File: config.mk
export PLATFORM = sky130hd
export DESIGN_NAME = nmea_position_sentence_parser_flat
export DESIGN_NICKNAME = d
export VERILOG_FILES = /design/src/rtl/core/nmeap_pkg.sv /design/src/rtl/core/nmeap_char_if.sv /design/src/rtl/core/nmeap_res_if.sv /design/src/rtl/core/nmeap_parse.sv /design/src/rtl/core/nmea_position_sentence_parser.sv /design/src/flat_wrapper.sv
export SDC_FILE = /design/constraint.sdc
export NUM_CORES = 1
export LEC_CHECK = 0
export ABC_AREA = 1
export BUFFER_PORTS_ARGS = -buffer_cell sky130_fd_sc_hd__buf_2
export CAP_MARGIN = 20
export CORE_MARGIN = 2
export CORE_UTILIZATION = 40
export CTS_BUF_LIST = sky130_fd_sc_hd__clkbuf_2
export DETAILED_ROUTE_END_ITERATION = 12
export PLACE_DENSITY = 0.66
export SYNTH_ARGS = -nofsm -noshare
export SYNTH_HDL_FRONTEND = slang
export SYNTH_SLANG_ARGS = --single-unit
File: constraint.sdc
create_clock -name clk_i -period 19.2 [get_ports clk_i]
set_input_delay 3.84 -clock clk_i [delete_from_list [all_inputs] [get_ports clk_i]]
set_output_delay 3.84 -clock clk_i [all_outputs]
set_load 0.1 [all_outputs]
File: src/rtl/core/nmeap_pkg.sv
// Shared types, character codes and layout helpers for the NMEA position parser.
// No dependencies; imported by every module of the block.
`default_nettype none

package nmeap_pkg;

  localparam logic [7:0] CHAR_LF    = 8'h0A;
  localparam logic [7:0] CHAR_START = 8'h24;  // '$'
  localparam logic [7:0] CHAR_COMMA = 8'h2C;
  localparam logic [7:0] CHAR_ZERO  = 8'h30;
  localparam logic [7:0] CHAR_EIGHT = 8'h38;
  localparam logic [7:0] CHAR_A     = 8'h41;
  localparam logic [7:0] CHAR_C     = 8'h43;
  localparam logic [7:0] CHAR_G     = 8'h47;
  localparam logic [7:0] CHAR_L     = 8'h4C;
  localparam logic [7:0] CHAR_M     = 8'h4D;
  localparam logic [7:0] CHAR_R     = 8'h52;
  localparam logic [7:0] CHAR_Z     = 8'h5A;

  localparam int unsigned PosW = 7;
  localparam int unsigned IdxW = 6;

  // characters before the data section: two talker letters and three type letters
  localparam logic [PosW-1:0] TYPE_LEN  = 7'd5;
  localparam logic [PosW-1:0] POS_LIMIT = 7'd65;

  localparam int unsigned TimeN = 13;
  localparam int unsigned LatN  = 10;
  localparam int unsigned LonN  = 11;
  localparam int unsigned DateN = 6;

  typedef enum logic [1:0] {
    KIND_INVALID = 2'd0,
    KIND_GGA     = 2'd1,
    KIND_GLL     = 2'd2,
    KIND_RMC     = 2'd3
  } kind_e;

  typedef enum logic [1:0] {
    STATUS_OK     = 2'd0,
    STATUS_FORMAT = 2'd1,
    STATUS_TYPE   = 2'd2
  } status_e;

  typedef struct packed {
    status_e      status;
    kind_e        sentence_kind;
    logic         fix_ok;
    logic [63:0]  time_head;
    logic [39:0]  time_tail;
    logic [63:0]  lat_head;
    logic [7:0]   lat_tail;
    logic [7:0]   lat_hemisphere;
    logic [63:0]  lon_head;
    logic [15:0]  lon_tail;
    logic [7:0]   lon_hemisphere;
    logic [47:0]  date_chars;
  } res_t;

  // required comma positions, by data index
  function automatic logic is_comma(kind_e kind, logic [IdxW-1:0] b);
    logic hit;
    hit = 1'b0;
    unique case (kind)
      KIND_GGA: hit = (b == 6'd0) || (b == 6'd14) || (b == 6'd24) || (b == 6'd26) ||
                      (b == 6'd37) || (b == 6'd39) || (b == 6'd41);
      KIND_GLL: hit = (b == 6'd0) || (b == 6'd10) || (b == 6'd12) || (b == 6'd23) ||
                      (b == 6'd25) || (b == 6'd39) || (b == 6'd41);
      KIND_RMC: hit = (b == 6'd0) || (b == 6'd14) || (b == 6'd16) || (b == 6'd26) ||
                      (b == 6'd28) || (b == 6'd39) || (b == 6'd41) || (b == 6'd47) ||
                      (b == 6'd53);
      KIND_INVALID: hit = 1'b0;
    endcase
    return hit;
  endfunction

  // smallest position count (type plus data) for a complete sentence
  function automatic logic [PosW-1:0] min_pos(kind_e kind);
    logic [PosW-1:0] p;
    p = TYPE_LEN;
    unique case (kind)
      KIND_GGA:     p = 7'd47;
      KIND_GLL:     p = 7'd47;
      KIND_RMC:     p = 7'd65;
      KIND_INVALID: p = TYPE_LEN;
    endcase
    return p;
  endfunction

endpackage

`default_nettype wire

File: src/rtl/core/nmeap_char_if.sv
// Character channel: valid/ready handshake carrying one received character per beat.
// No dependencies.
`default_nettype none

interface nmeap_char_if;
  logic       valid;
  logic       ready;
  logic [7:0] char_in;

  modport source (output valid, output char_in, input ready);
  modport sink   (input valid, input char_in, output ready);
endinterface

`default_nettype wire

File: src/rtl/core/nmeap_res_if.sv
// Result channel: valid/ready handshake carrying one parsed sentence per beat.
// No dependencies.
`default_nettype none

interface nmeap_res_if;
  logic        valid;
  logic        ready;
  logic [1:0]  status;
  logic [1:0]  sentence_kind;
  logic        fix_ok;
  logic [63:0] time_head;
  logic [39:0] time_tail;
  logic [63:0] lat_head;
  logic [7:0]  lat_tail;
  logic [7:0]  lat_hemisphere;
  logic [63:0] lon_head;
  logic [15:0] lon_tail;
  logic [7:0]  lon_hemisphere;
  logic [47:0] date_chars;

  modport source (output valid, output status, output sentence_kind, output fix_ok,
                  output time_head, output time_tail, output lat_head, output lat_tail,
                  output lat_hemisphere, output lon_head, output lon_tail,
                  output lon_hemisphere, output date_chars, input ready);
  modport sink   (input valid, input status, input sentence_kind, input fix_ok,
                  input time_head, input time_tail, input lat_head, input lat_tail,
                  input lat_hemisphere, input lon_head, input lon_tail,
                  input lon_hemisphere, input date_chars, output ready);
endinterface

`default_nettype wire

File: src/rtl/core/nmeap_parse.sv
// Sentence state and field capture: updates parser state per character and forms
// the result on line feed. Depends on nmeap_pkg.
`default_nettype none

module nmeap_parse
  import nmeap_pkg::*;
(
  input  wire logic       clk_i,
  input  wire logic       rst_ni,
  input  wire logic       char_valid_i,
  input  wire logic [7:0] char_i,
  output logic            res_valid_o,
  output res_t            res_o
);

  logic            in_sent_q, in_sent_d;
  logic [PosW-1:0] pos_q, pos_d;
  kind_e           kind_q, kind_d;
  logic            type_inv_q, type_inv_d;
  logic            comma_q, comma_d;
  logic            fix_q, fix_d;

  logic [7:0] tc0_q, tc0_d, tc1_q, tc1_d;
  logic [7:0] time_q [TimeN];
  logic [7:0] time_d [TimeN];
  logic [7:0] lat_q  [LatN];
  logic [7:0] lat_d  [LatN];
  logic [7:0] lon_q  [LonN];
  logic [7:0] lon_d  [LonN];
  logic [7:0] date_q [DateN];
  logic [7:0] date_d [DateN];

  logic            bad;
  kind_e           kind_new;
  logic [IdxW-1:0] b;
  logic [PosW-1:0] b_full;

  assign b_full = pos_q - TYPE_LEN;
  assign b      = b_full[IdxW-1:0];

  always_comb begin
    in_sent_d   = in_sent_q;
    pos_d       = pos_q;
    kind_d      = kind_q;
    type_inv_d  = type_inv_q;
    comma_d     = comma_q;
    fix_d       = fix_q;
    tc0_d       = tc0_q;
    tc1_d       = tc1_q;
    time_d      = time_q;
    lat_d       = lat_q;
    lon_d       = lon_q;
    date_d      = date_q;
    bad         = 1'b0;
    kind_new    = KIND_INVALID;
    res_valid_o = 1'b0;
    res_o       = '0;

    if (char_valid_i) begin
      if (char_i == CHAR_START) begin
        in_sent_d  = 1'b1;
        pos_d      = '0;
        kind_d     = KIND_INVALID;
        type_inv_d = 1'b0;
        comma_d    = 1'b0;
        fix_d      = 1'b0;
      end else if (in_sent_q && (char_i != CHAR_LF)) begin
        if (pos_q < POS_LIMIT) begin
          pos_d = pos_q + 7'd1;
          if (pos_q < TYPE_LEN) begin
            if (pos_q <= 7'd1) begin
              bad = !((char_i >= CHAR_A) && (char_i <= CHAR_Z));
            end else if (pos_q == 7'd2) begin
              bad   = (char_i != CHAR_G) && (char_i != CHAR_R);
              tc0_d = char_i;
            end else if (pos_q == 7'd3) begin
              bad   = !(((char_i == CHAR_G) && (tc0_q == CHAR_G)) ||
                        ((char_i == CHAR_L) && (tc0_q == CHAR_G)) ||
                        ((char_i == CHAR_M) && (tc0_q == CHAR_R)));
              tc1_d = char_i;
            end else begin
              if ((char_i == CHAR_A) && (tc1_q == CHAR_G)) kind_new = KIND_GGA;
              else if ((char_i == CHAR_L) && (tc1_q == CHAR_L)) kind_new = KIND_GLL;
              else if ((char_i == CHAR_C) && (tc1_q == CHAR_M)) kind_new = KIND_RMC;
              if (kind_new == KIND_INVALID) bad = 1'b1;
              else if (!type_inv_q) kind_d = kind_new;
            end
            if (bad) begin
              type_inv_d = 1'b1;
              kind_d     = KIND_INVALID;
            end
          end else if (!type_inv_q) begin
            if (is_comma(kind_q, b)) begin
              if (char_i != CHAR_COMMA) comma_d = 1'b1;
            end else begin
              unique case (kind_q)
                KIND_GGA: begin
                  for (int i = 0; i < TimeN; i++) if (b == 6'(1 + i)) time_d[i] = char_i;
                  for (int i = 0; i < 9; i++) if (b == 6'(15 + i)) lat_d[i] = char_i;
                  if (b == 6'd25) lat_d[9] = char_i;
                  for (int i = 0; i < 10; i++) if (b == 6'(27 + i)) lon_d[i] = char_i;
                  if (b == 6'd38) lon_d[10] = char_i;
                  if (b == 6'd40) fix_d = (char_i > CHAR_ZERO) && (char_i < CHAR_EIGHT);
                end
                KIND_GLL: begin
                  for (int i = 0; i < 9; i++) if (b == 6'(1 + i)) lat_d[i] = char_i;
                  if (b == 6'd11) lat_d[9] = char_i;
                  for (int i = 0; i < 10; i++) if (b == 6'(13 + i)) lon_d[i] = char_i;
                  if (b == 6'd24) lon_d[10] = char_i;
                  for (int i = 0; i < TimeN; i++) if (b == 6'(26 + i)) time_d[i] = char_i;
                  if (b == 6'd40) fix_d = (char_i == CHAR_A);
                end
                KIND_RMC: begin
                  for (int i = 0; i < TimeN; i++) if (b == 6'(1 + i)) time_d[i] = char_i;
                  if (b == 6'd15) fix_d = (char_i == CHAR_A);
                  for (int i = 0; i < 9; i++) if (b == 6'(17 + i)) lat_d[i] = char_i;
                  if (b == 6'd27) lat_d[9] = char_i;
                  for (int i = 0; i < 10; i++) if (b == 6'(29 + i)) lon_d[i] = char_i;
                  if (b == 6'd40) lon_d[10] = char_i;
                  for (int i = 0; i < DateN; i++) if (b == 6'(54 + i)) date_d[i] = char_i;
                end
                KIND_INVALID: ;
              endcase
            end
          end
        end
      end else if (in_sent_q) begin
        in_sent_d           = 1'b0;
        res_valid_o         = 1'b1;
        res_o.sentence_kind = kind_q;
        if (type_inv_q || (kind_q == KIND_INVALID)) begin
          res_o.status = STATUS_TYPE;
        end else if (comma_q || (pos_q < min_pos(kind_q))) begin
          res_o.status = STATUS_FORMAT;
        end else begin
          res_o.status         = STATUS_OK;
          res_o.fix_ok         = fix_q;
          res_o.time_head      = {time_q[0], time_q[1], time_q[2], time_q[3],
                                  time_q[4], time_q[5], time_q[6], time_q[7]};
          res_o.time_tail      = {time_q[8], time_q[9], time_q[10], time_q[11], time_q[12]};
          res_o.lat_head       = {lat_q[0], lat_q[1], lat_q[2], lat_q[3],
                                  lat_q[4], lat_q[5], lat_q[6], lat_q[7]};
          res_o.lat_tail       = lat_q[8];
          res_o.lat_hemisphere = lat_q[9];
          res_o.lon_head       = {lon_q[0], lon_q[1], lon_q[2], lon_q[3],
                                  lon_q[4], lon_q[5], lon_q[6], lon_q[7]};
          res_o.lon_tail       = {lon_q[8], lon_q[9]};
          res_o.lon_hemisphere = lon_q[10];
          if (kind_q == KIND_RMC) begin
            res_o.date_chars = {date_q[0], date_q[1], date_q[2],
                                date_q[3], date_q[4], date_q[5]};
          end
        end
      end
    end
  end

  always_ff @(posedge clk_i or negedge rst_ni) begin
    if (!rst_ni) begin
      in_sent_q  <= 1'b0;
      pos_q      <= '0;
      kind_q     <= KIND_INVALID;
      type_inv_q <= 1'b0;
      comma_q    <= 1'b0;
      fix_q      <= 1'b0;
    end else begin
      in_sent_q  <= in_sent_d;
      pos_q      <= pos_d;
      kind_q     <= kind_d;
      type_inv_q <= type_inv_d;
      comma_q    <= comma_d;
      fix_q      <= fix_d;
    end
  end

  // every field of an ok sentence is rewritten after its '$', so no reset here
  always_ff @(posedge clk_i) begin
    tc0_q  <= tc0_d;
    tc1_q  <= tc1_d;
    time_q <= time_d;
    lat_q  <= lat_d;
    lon_q  <= lon_d;
    date_q <= date_d;
  end

endmodule

`default_nettype wire

File: src/rtl/core/nmea_position_sentence_parser.sv
// Top level of the NMEA GGA/GLL/RMC position parser: input register, parser, result register.
// Depends on nmeap_pkg, nmeap_char_if, nmeap_res_if and nmeap_parse.
//
//   port    dir   beat
//   in_i    in    one received character (char_in)
//   res_o   out   one parsed sentence, given on each line feed inside a sentence
//
// One character per cycle while the result is not stalled. A line feed that is accepted
// waits in the input register while the parser feeds the result register, and its result
// is valid once it is registered there. Reset clears the sentence state and both valid
// flags. A stalled result holds the pipe; the input register still takes one more character.
`default_nettype none

module nmea_position_sentence_parser
  import nmeap_pkg::*;
(
  input  wire logic     clk_i,
  input  wire logic     rst_ni,
  nmeap_char_if.sink    in_i,
  nmeap_res_if.source   res_o
);

  logic       in_valid_q;
  logic [7:0] in_char_q;
  logic       res_valid_q;
  res_t       res_q;
  logic       adv;
  logic       fire;
  res_t       res;

  assign adv        = !res_valid_q || res_o.ready;
  assign in_i.ready = !in_valid_q || adv;

  nmeap_parse u_parse (
    .clk_i       (clk_i),
    .rst_ni      (rst_ni),
    .char_valid_i(in_valid_q && adv),
    .char_i      (in_char_q),
    .res_valid_o (fire),
    .res_o       (res)
  );

  always_ff @(posedge clk_i or negedge rst_ni) begin
    if (!rst_ni) begin
      in_valid_q  <= 1'b0;
      res_valid_q <= 1'b0;
    end else begin
      if (in_i.ready) in_valid_q <= in_i.valid;
      if (adv) res_valid_q <= in_valid_q && fire;
    end
  end

  always_ff @(posedge clk_i) begin
    if (in_i.valid && in_i.ready) in_char_q <= in_i.char_in;
    if (adv && in_valid_q && fire) res_q <= res;
  end

  assign res_o.valid          = res_valid_q;
  assign res_o.status         = res_q.status;
  assign res_o.sentence_kind  = res_q.sentence_kind;
  assign res_o.fix_ok         = res_q.fix_ok;
  assign res_o.time_head      = res_q.time_head;
  assign res_o.time_tail      = res_q.time_tail;
  assign res_o.lat_head       = res_q.lat_head;
  assign res_o.lat_tail       = res_q.lat_tail;
  assign res_o.lat_hemisphere = res_q.lat_hemisphere;
  assign res_o.lon_head       = res_q.lon_head;
  assign res_o.lon_tail       = res_q.lon_tail;
  assign res_o.lon_hemisphere = res_q.lon_hemisphere;
  assign res_o.date_chars     = res_q.date_chars;

endmodule

`default_nettype wire

File: src/flat_wrapper.sv
// flat-port wrapper written by rule: the top's interface ports become plain ports
module nmea_position_sentence_parser_flat import nmeap_pkg::*;
  (clk_i, rst_ni, in_i_valid, in_i_char_in, in_i_ready, res_o_valid, res_o_status, res_o_sentence_kind, res_o_fix_ok, res_o_time_head, res_o_time_tail, res_o_lat_head, res_o_lat_tail, res_o_lat_hemisphere, res_o_lon_head, res_o_lon_tail, res_o_lon_hemisphere, res_o_date_chars, res_o_ready);
  nmeap_char_if in_i_i ();
  nmeap_res_if res_o_i ();
  input  wire logic clk_i;
  input  wire logic rst_ni;
  input wire logic [$bits(in_i_i.valid)-1:0] in_i_valid;
  input wire logic [$bits(in_i_i.char_in)-1:0] in_i_char_in;
  output wire logic [$bits(in_i_i.ready)-1:0] in_i_ready;
  output wire logic [$bits(res_o_i.valid)-1:0] res_o_valid;
  output wire logic [$bits(res_o_i.status)-1:0] res_o_status;
  output wire logic [$bits(res_o_i.sentence_kind)-1:0] res_o_sentence_kind;
  output wire logic [$bits(res_o_i.fix_ok)-1:0] res_o_fix_ok;
  output wire logic [$bits(res_o_i.time_head)-1:0] res_o_time_head;
  output wire logic [$bits(res_o_i.time_tail)-1:0] res_o_time_tail;
  output wire logic [$bits(res_o_i.lat_head)-1:0] res_o_lat_head;
  output wire logic [$bits(res_o_i.lat_tail)-1:0] res_o_lat_tail;
  output wire logic [$bits(res_o_i.lat_hemisphere)-1:0] res_o_lat_hemisphere;
  output wire logic [$bits(res_o_i.lon_head)-1:0] res_o_lon_head;
  output wire logic [$bits(res_o_i.lon_tail)-1:0] res_o_lon_tail;
  output wire logic [$bits(res_o_i.lon_hemisphere)-1:0] res_o_lon_hemisphere;
  output wire logic [$bits(res_o_i.date_chars)-1:0] res_o_date_chars;
  input wire logic [$bits(res_o_i.ready)-1:0] res_o_ready;
  assign in_i_i.valid = in_i_valid;
  assign in_i_i.char_in = in_i_char_in;
  assign in_i_ready = in_i_i.ready;
  assign res_o_valid = res_o_i.valid;
  assign res_o_status = res_o_i.status;
  assign res_o_sentence_kind = res_o_i.sentence_kind;
  assign res_o_fix_ok = res_o_i.fix_ok;
  assign res_o_time_head = res_o_i.time_head;
  assign res_o_time_tail = res_o_i.time_tail;
  assign res_o_lat_head = res_o_i.lat_head;
  assign res_o_lat_tail = res_o_i.lat_tail;
  assign res_o_lat_hemisphere = res_o_i.lat_hemisphere;
  assign res_o_lon_head = res_o_i.lon_head;
  assign res_o_lon_tail = res_o_i.lon_tail;
  assign res_o_lon_hemisphere = res_o_i.lon_hemisphere;
  assign res_o_date_chars = res_o_i.date_chars;
  assign res_o_i.ready = res_o_ready;
  nmea_position_sentence_parser u_core (.clk_i(clk_i), .rst_ni(rst_ni), .in_i(in_i_i), .res_o(res_o_i));
endmodule
Yosys cells after proc, flatten, opt, wreduce, memory -nomap -nowiden
Cells that the tools add are included.
{"block": "totals", "in_bits": 12, "out_inout_bits": 327, "reg_bits": 684}
{"block": "op_classes", "n_reduce_logical": 109, "magnitude_cmp": 8, "bitwise": 9, "muxes": 118, "n_eq_ne": 170, "n_addsub": 2}
{"op": "2-to-1 mux 8 bit", "count": 39}
{"op": "one-hot mux 88 bit (3 select lines)", "count": 1}
{"op": "one-hot mux 80 bit (3 select lines)", "count": 1}
{"op": "AND reduction 11 bit", "count": 21}
{"op": "one-hot mux 104 bit (2 select lines)", "count": 1}
{"op": "inequality test 2 bit (second input constant)", "count": 79}
{"op": "AND reduction 10 bit", "count": 14}
{"op": "== test 6 bit (second input constant)", "count": 18}
{"op": "== test 6 x 5 -> 1 bit (second input constant)", "count": 16}
{"op": "== test 8 x 7 -> 1 bit (second input constant)", "count": 10}
{"op": "AND reduction 9 bit", "count": 7}
{"op": "2-to-1 mux 7 bit", "count": 8}
{"op": "== test 6 x 4 -> 1 bit (second input constant)", "count": 8}
{"op": "2-to-1 mux 2 bit", "count": 22}
{"op": "2-to-1 mux 1 bit", "count": 43}
{"op": "inequality test 2 x 1 -> 1 bit (second input constant)", "count": 14}
{"op": "logical OR 1 bit", "count": 25}
{"op": "== test 6 x 3 -> 1 bit (second input constant)", "count": 4}
{"op": "one-hot mux 7 bit (3 select lines)", "count": 1}
{"op": "inequality test 8 x 7 -> 1 bit (second input constant)", "count": 2}
{"op": "== test 7 x 2 -> 1 bit (second input constant)", "count": 2}
{"op": "logical AND 1 bit", "count": 14}
{"op": "AND reduction 7 bit", "count": 2}
{"op": "nonzero test 2 bit", "count": 7}
{"op": "other kinds (37)", "count": 57}

Logic depth before layout (Yosys ltp)
{"block": "logic_depth", "ltp_word": 28, "depth_mapped": 20, "depth_no_buf": 19}

Modules after synthesis
Synthesis repeated with hierarchy kept, for this count alone.
{"block": "unflattened", "hier_cells": 1833, "hier_area_um2": 25653.4}
{"module": "nmeap_parse", "seq_area_each_um2": 10415.0, "instances": 1, "area_per_inst_um2": 15546.2, "cells_each": 1485}
{"module": "nmea_position_sentence_parser", "seq_area_each_um2": 10049.6, "instances": 1, "area_per_inst_um2": 10107.2, "cells_each": 348}

Worst setup path after synthesis
Ideal clock, no wire load.
{"block": "synth_path", "path_type": "input to register", "start": "input port res_o_ready", "end": "register u_core.res_q (netlist bit u_core.res_o.date_chars[10]) (data pin)", "path_slack_ps": -614, "setup_ps": 138, "path_stages": 12, "arrival_ps": 19676, "t_required_ps": 19062, "cell_sequence": "nor2_1 > inv_1 > nand2_1 > inv_1 > nand3_1 > nor2_1 > nand3_1 > nor2_1 > nand2_1 > buf_2 > buf_2 > nor2_1"}
{"block": "synth_via", "elab_chain_cells": 4}
{"element": "start, declared", "line_no": "flat_wrapper.sv:24", "rtl": "input wire logic [$bits(res_o_i.ready)-1:0] res_o_ready;"}
{"element": "logical OR 1 bit", "line_no": "nmea_position_sentence_parser.sv:31", "rtl": "assign adv = !res_valid_q || res_o.ready;"}
{"element": "logical AND 1 bit", "line_no": "nmea_position_sentence_parser.sv:37", "rtl": ".char_valid_i(in_valid_q && adv),"}
{"element": "inverter 1 bit (no line)"}
{"element": "OR reduction 7 bit (no line)"}
{"element": "end signal, assigned", "line_no": "nmea_position_sentence_parser.sv:55", "rtl": "if (adv && in_valid_q && fire) res_q <= res;"}
{"element": "end, declared", "line_no": "nmea_position_sentence_parser.sv:26", "rtl": "res_t res_q;"}
Every way passes these cells.
A chain may end at the register's enable or synchronous reset.

Worst setup path in the final report
{"block": "layout_path", "start": "input port res_o_ready", "end": "output port in_i_ready"}
{"block": "layout_via", "elab_chain_cells": 2}
{"element": "logical OR 1 bit", "line_no": "nmea_position_sentence_parser.sv:31"}
{"element": "logical OR 1 bit", "line_no": "nmea_position_sentence_parser.sv:32", "rtl": "assign in_i.ready = !in_valid_q || adv;"}
{"element": "end, declared", "line_no": "flat_wrapper.sv:10", "rtl": "output wire logic [$bits(in_i_i.ready)-1:0] in_i_ready;"}
Every way passes these cells.

==> impl_metrics.py <==
metrics = {
    "clock_network": {
        "root_buffer": "clkbuf_2",
        "htreeDepth": 4,
        "clkSinkCount": 684,
        "cts_resized": 0,
        "cts_tree": "yes",
        "path_clk_slew_ps": 100,
        "hold_buffers": 0,
        "numCtsBuffers": 167,
        "postCtsSetupRepairBufs": 0,
        "clkLatencyLatePin_ps": 1290,
        "cts_max_path_buffers": 3,
    },
    "detailed_routing": {
        "wirelength_um": 58930,
        "drtPass1Iterations": 5,
        "routedWlPerCell_um": 18.06,
        "final_antenna_net_count": 0,
        "vias": 15080,
        "drcViolationCount": 0,
        "drt-initial-drc-count": 1036,
        "via_per_inst": 4.620,
    },
    "pwr": {
        "p_per_area_nw_per_um2": 89.75,
        "seq_power_share": 0.615,
        "clkPwrFrac": 0.351,
        "vdd_drop_max_mv": 0.04062,
        "comb_power_share": 0.033,
        "power.static_leakage_nw": 11.00,
        "internal-power_w": 0.002038,
        "switchingPower_w": 0.0006185,
        "swShare": 0.2329,
    },
    "status": {
        "status": "complete, no violations",
    },
    "sta": {
        "finalSetupViolCount": 0,
        "min_period_over_period": 0.4343,
        "timing.slew.headroom": 0.2689,
        "maxSlewViolCount": 0,
        "tns_ps": 0,
        "grt_setup_unrepaired": "no",
        "layout_min_cycle_time_ps": 8339,
        "tightest_slew_ps": 1097,
        "fmax_ghz": 0.1199,
        "final_hold_viol_count": 0,
        "skew_ps": 109.0,
    },
    "synth": {
        "synth_fp_nets": 1879,
        "syn_avg_cell_area_um2": 13.79,
        "netlist-cell-type-count": 40,
        "synth_top_area_frac": 0.7864,
        "synthesis.area_um2": 25540,
        "yosysSeqAreaShare": 0.8011,
        "yosysTopAreaCell": "edfxtp_1",
        "synth_warnings": 0,
        "yosys_register_bits": 684,
        "synthCells": 1852,
        "synthArstFlopShare": 0.02193,
        "synthFlopType": "edfxtp_1",
        "synth_edf_count": 669,
        "netlist_top_cells_area": "edfxtp_1, nor2_1, inv_1, dfrtp_1, nand2_1",
    },
    "final_layout": {
        "regArea_um2": 20460,
        "multiInputGateArea_um2": 3341,
        "final_common_cell": "edfxtp_1",
        "final_cell_mix": "edfxtp_1, nor2_1, inv_1",
        "drive_gt1_frac": 0.2621,
        "fin_area_um2": 29590,
        "n_fill_cell": 5693,
        "fin_nets": 2352,
        "area_growth_pct": 15.85,
        "final_cell_count_no_fill": 3263,
    },
    "min_path": {
        "hp-start": "u_core.u_parse.date_q[28]$_DFFE_PP_",
        "min_path_type": "flop to flop",
    },
    "placement": {
        "port_buffers": 338,
        "dp.cells": 3001,
        "placed_cell_area_um2": 28160,
        "finalWeightedCongestion": 0.8583,
        "hpwl_um": 35730,
    },
    "global_routing": {
        "grt_pass1_vias": 15360,
        "grt_start_max_net_pins": 181,
        "grt_pass1_wl_um": 88000,
        "grt_antenna_before_repair": 1,
        "grt_overflow_total": 0,
        "grt_usage": 0.1781,
    },
    "critical_path": {
        "worstPathArrival_ps": 4500,
        "setup.worst_path.end_class": "output pin",
        "crit_start": "res_o_ready",
        "cpMostUsedCell": "buf_2",
        "cpMaxStageDelayCell": "buf_2",
        "worst-path-max-fanout": 3,
        "crit_required_ps": 15360,
        "r2r-start": "u_core.in_char_q[4]$_DFFE_PP_",
        "slowest_delay_ps": 440,
        "start_kind": "input pin",
        "crit_chain": "buf_2, nor2_1, nand2_1, buf_2",
        "worstSetupPathType": "input pin to output pin",
    },
    "job": {
        "cap_violations": 0,
    },
    "floorplanning": {
        "die-area_um2": 65900,
        "pin_count": 339,
        "die_h_um": 256.7,
        "start_util": 0.4050,
        "die_w_um": 256.7,
        "core_area_um2": 63080,
        "rows": 92,
    },
}
## cells in the mapped netlist (2+ instances only)
cell and instances:
dfrtp_1 15, nor2_1 451, inv_1 384, ha_1 15, o21ai_0 14, nand2_1 81
o211ai_1 7, nor3_1 15, nor4_1 4, nand3_2 4, nand3_4 2, a21oi_1 27
o221ai_1 13, nand2_4 3, buf_2 32, buf_6 6, clkbuf_1 11, nand4_1 10
edfxtp_1 669, o2111ai_1 2, nand2_2 9, o22ai_1 14, nor2_2 8, inv_2 5
or2_1 2, dlygate4sd1_1 2, nand3_1 34
## critical path, delay by kind of cell
family | cells | cell delay [ps]
and+or+nand+nor | 2 | 140
buffers and inverters | 2 | 520
## area by class of cell
class                           count  share of cell area
Timing Repair Buffer              355             0.06181
Clock inverter                     35             0.01036
Multi-Input combinational cell    728              0.1129
Clock buffer                      224             0.03788
Sequential cell                   684              0.6915
Tap cell                          846             0.03577
Inverter                          389             0.04959
Antenna cell                        2           0.0001691
## power by group through the flow
stage / combinational, W / sequential, W / clock (W)
6_report: 0.0000890 / 0.00163 / 0.000932
5_1_grt: 0.0000985 / 0.00164 / 0.00104
4_1_cts: 0.0000887 / 0.00163 / 0.000973
3_5_place_dp: 0.0000884 / 0.00167 / 0
3_3_place_gp: 0.0000873 / 0.00167 / 0
2_1_floorplan: 0.0000507 / 0.00167 / 0
## path summary, 6_finish.rpt
check | end | slack, ps | cells past startpoint
max | in_i_ready | 10860 | 4
min | u_core.res_o.date_chars[28]$_SDFFCE_PP0P_ | 500 | 2
max in group asynchronous | u_core.u_parse.pos_q[4]$_DFFE_PN0P_ | 16320 | 1
max reg2reg | u_core.u_parse.lat_q[36]$_DFFE_PP_ | 14600 | 11
min in group asynchronous | u_core.u_parse.in_sent_q$_DFFE_PN0P_ | 2470 | 1
min reg2reg | u_core.res_o.date_chars[28]$_SDFFCE_PP0P_ | 500 | 2
## logic make-up (layout without fill, tap and decap cells)
| kind of cell | after synthesis | count (layout) | synth area share |
|---|---|---|---|
| flip-flops | 684 | 684 | 0.8011 |
| AO/OA/AOI/OAI | 82 | 82 | 0.02018 |
| XOR/XNOR | 1 | 1 | 0.0003429 |
| other | 0 | 2 | 0 |
| adder cells (fa/ha/maj) | 15 | 15 | 0.007347 |
| AND/OR/NAND/NOR | 630 | 630 | 0.1026 |
| buffers and inverters | 440 | 1003 | 0.06838 |
## through the flow
step           utilization  total power [W]  setup WS, ps  hold slack [ps]
6_report            0.4691         0.002656         10860            497.4
4_1_cts             0.4690         0.002697         10850            483.0
5_1_grt             0.4691         0.002777         10780            531.8
3_5_place_dp        0.4463         0.001757         10860            513.5
2_1_floorplan            -         0.001724          5081            488.0
3_3_place_gp        0.4463         0.001756         10800            512.2
## state kept, by name, summed over array words and instances, names as in the netlist, 2 cells and up
name and count:
u_core.res_o.date_chars 48, u_core.res_o.status 2, u_core.u_parse.kind_q 2, u_core.res_o.lon_tail 16
u_core.res_o.time_head 64, u_core.u_parse.time_q 104, u_core.u_parse.lon_q 88, u_core.u_parse.tc1_q 8
u_core.u_parse.date_q 48, u_core.res_o.time_tail 40, u_core.res_o.lat_head 64, u_core.u_parse.lat_q 80
u_core.res_o.lon_hemisphere 8, u_core.res_o.sentence_kind 2, u_core.res_o.lat_tail 8, u_core.res_o.lon_head 64
u_core.in_char_q 8, u_core.u_parse.pos_q 7, u_core.u_parse.tc0_q 8, u_core.res_o.lat_hemisphere 8
## metal layers
layer / GRT usage / vias up / part of all wire
met5: 0 / - / 0.00080
met4: 0.07752 / 2 / 0.029
met3: 0.05130 / 100 / 0.057
met2: 0.2979 / 492 / 0.50
met1: 0.2152 / 7344 / 0.41
li1: - / 7137 / -
Power figures use the tool's default switching activity.
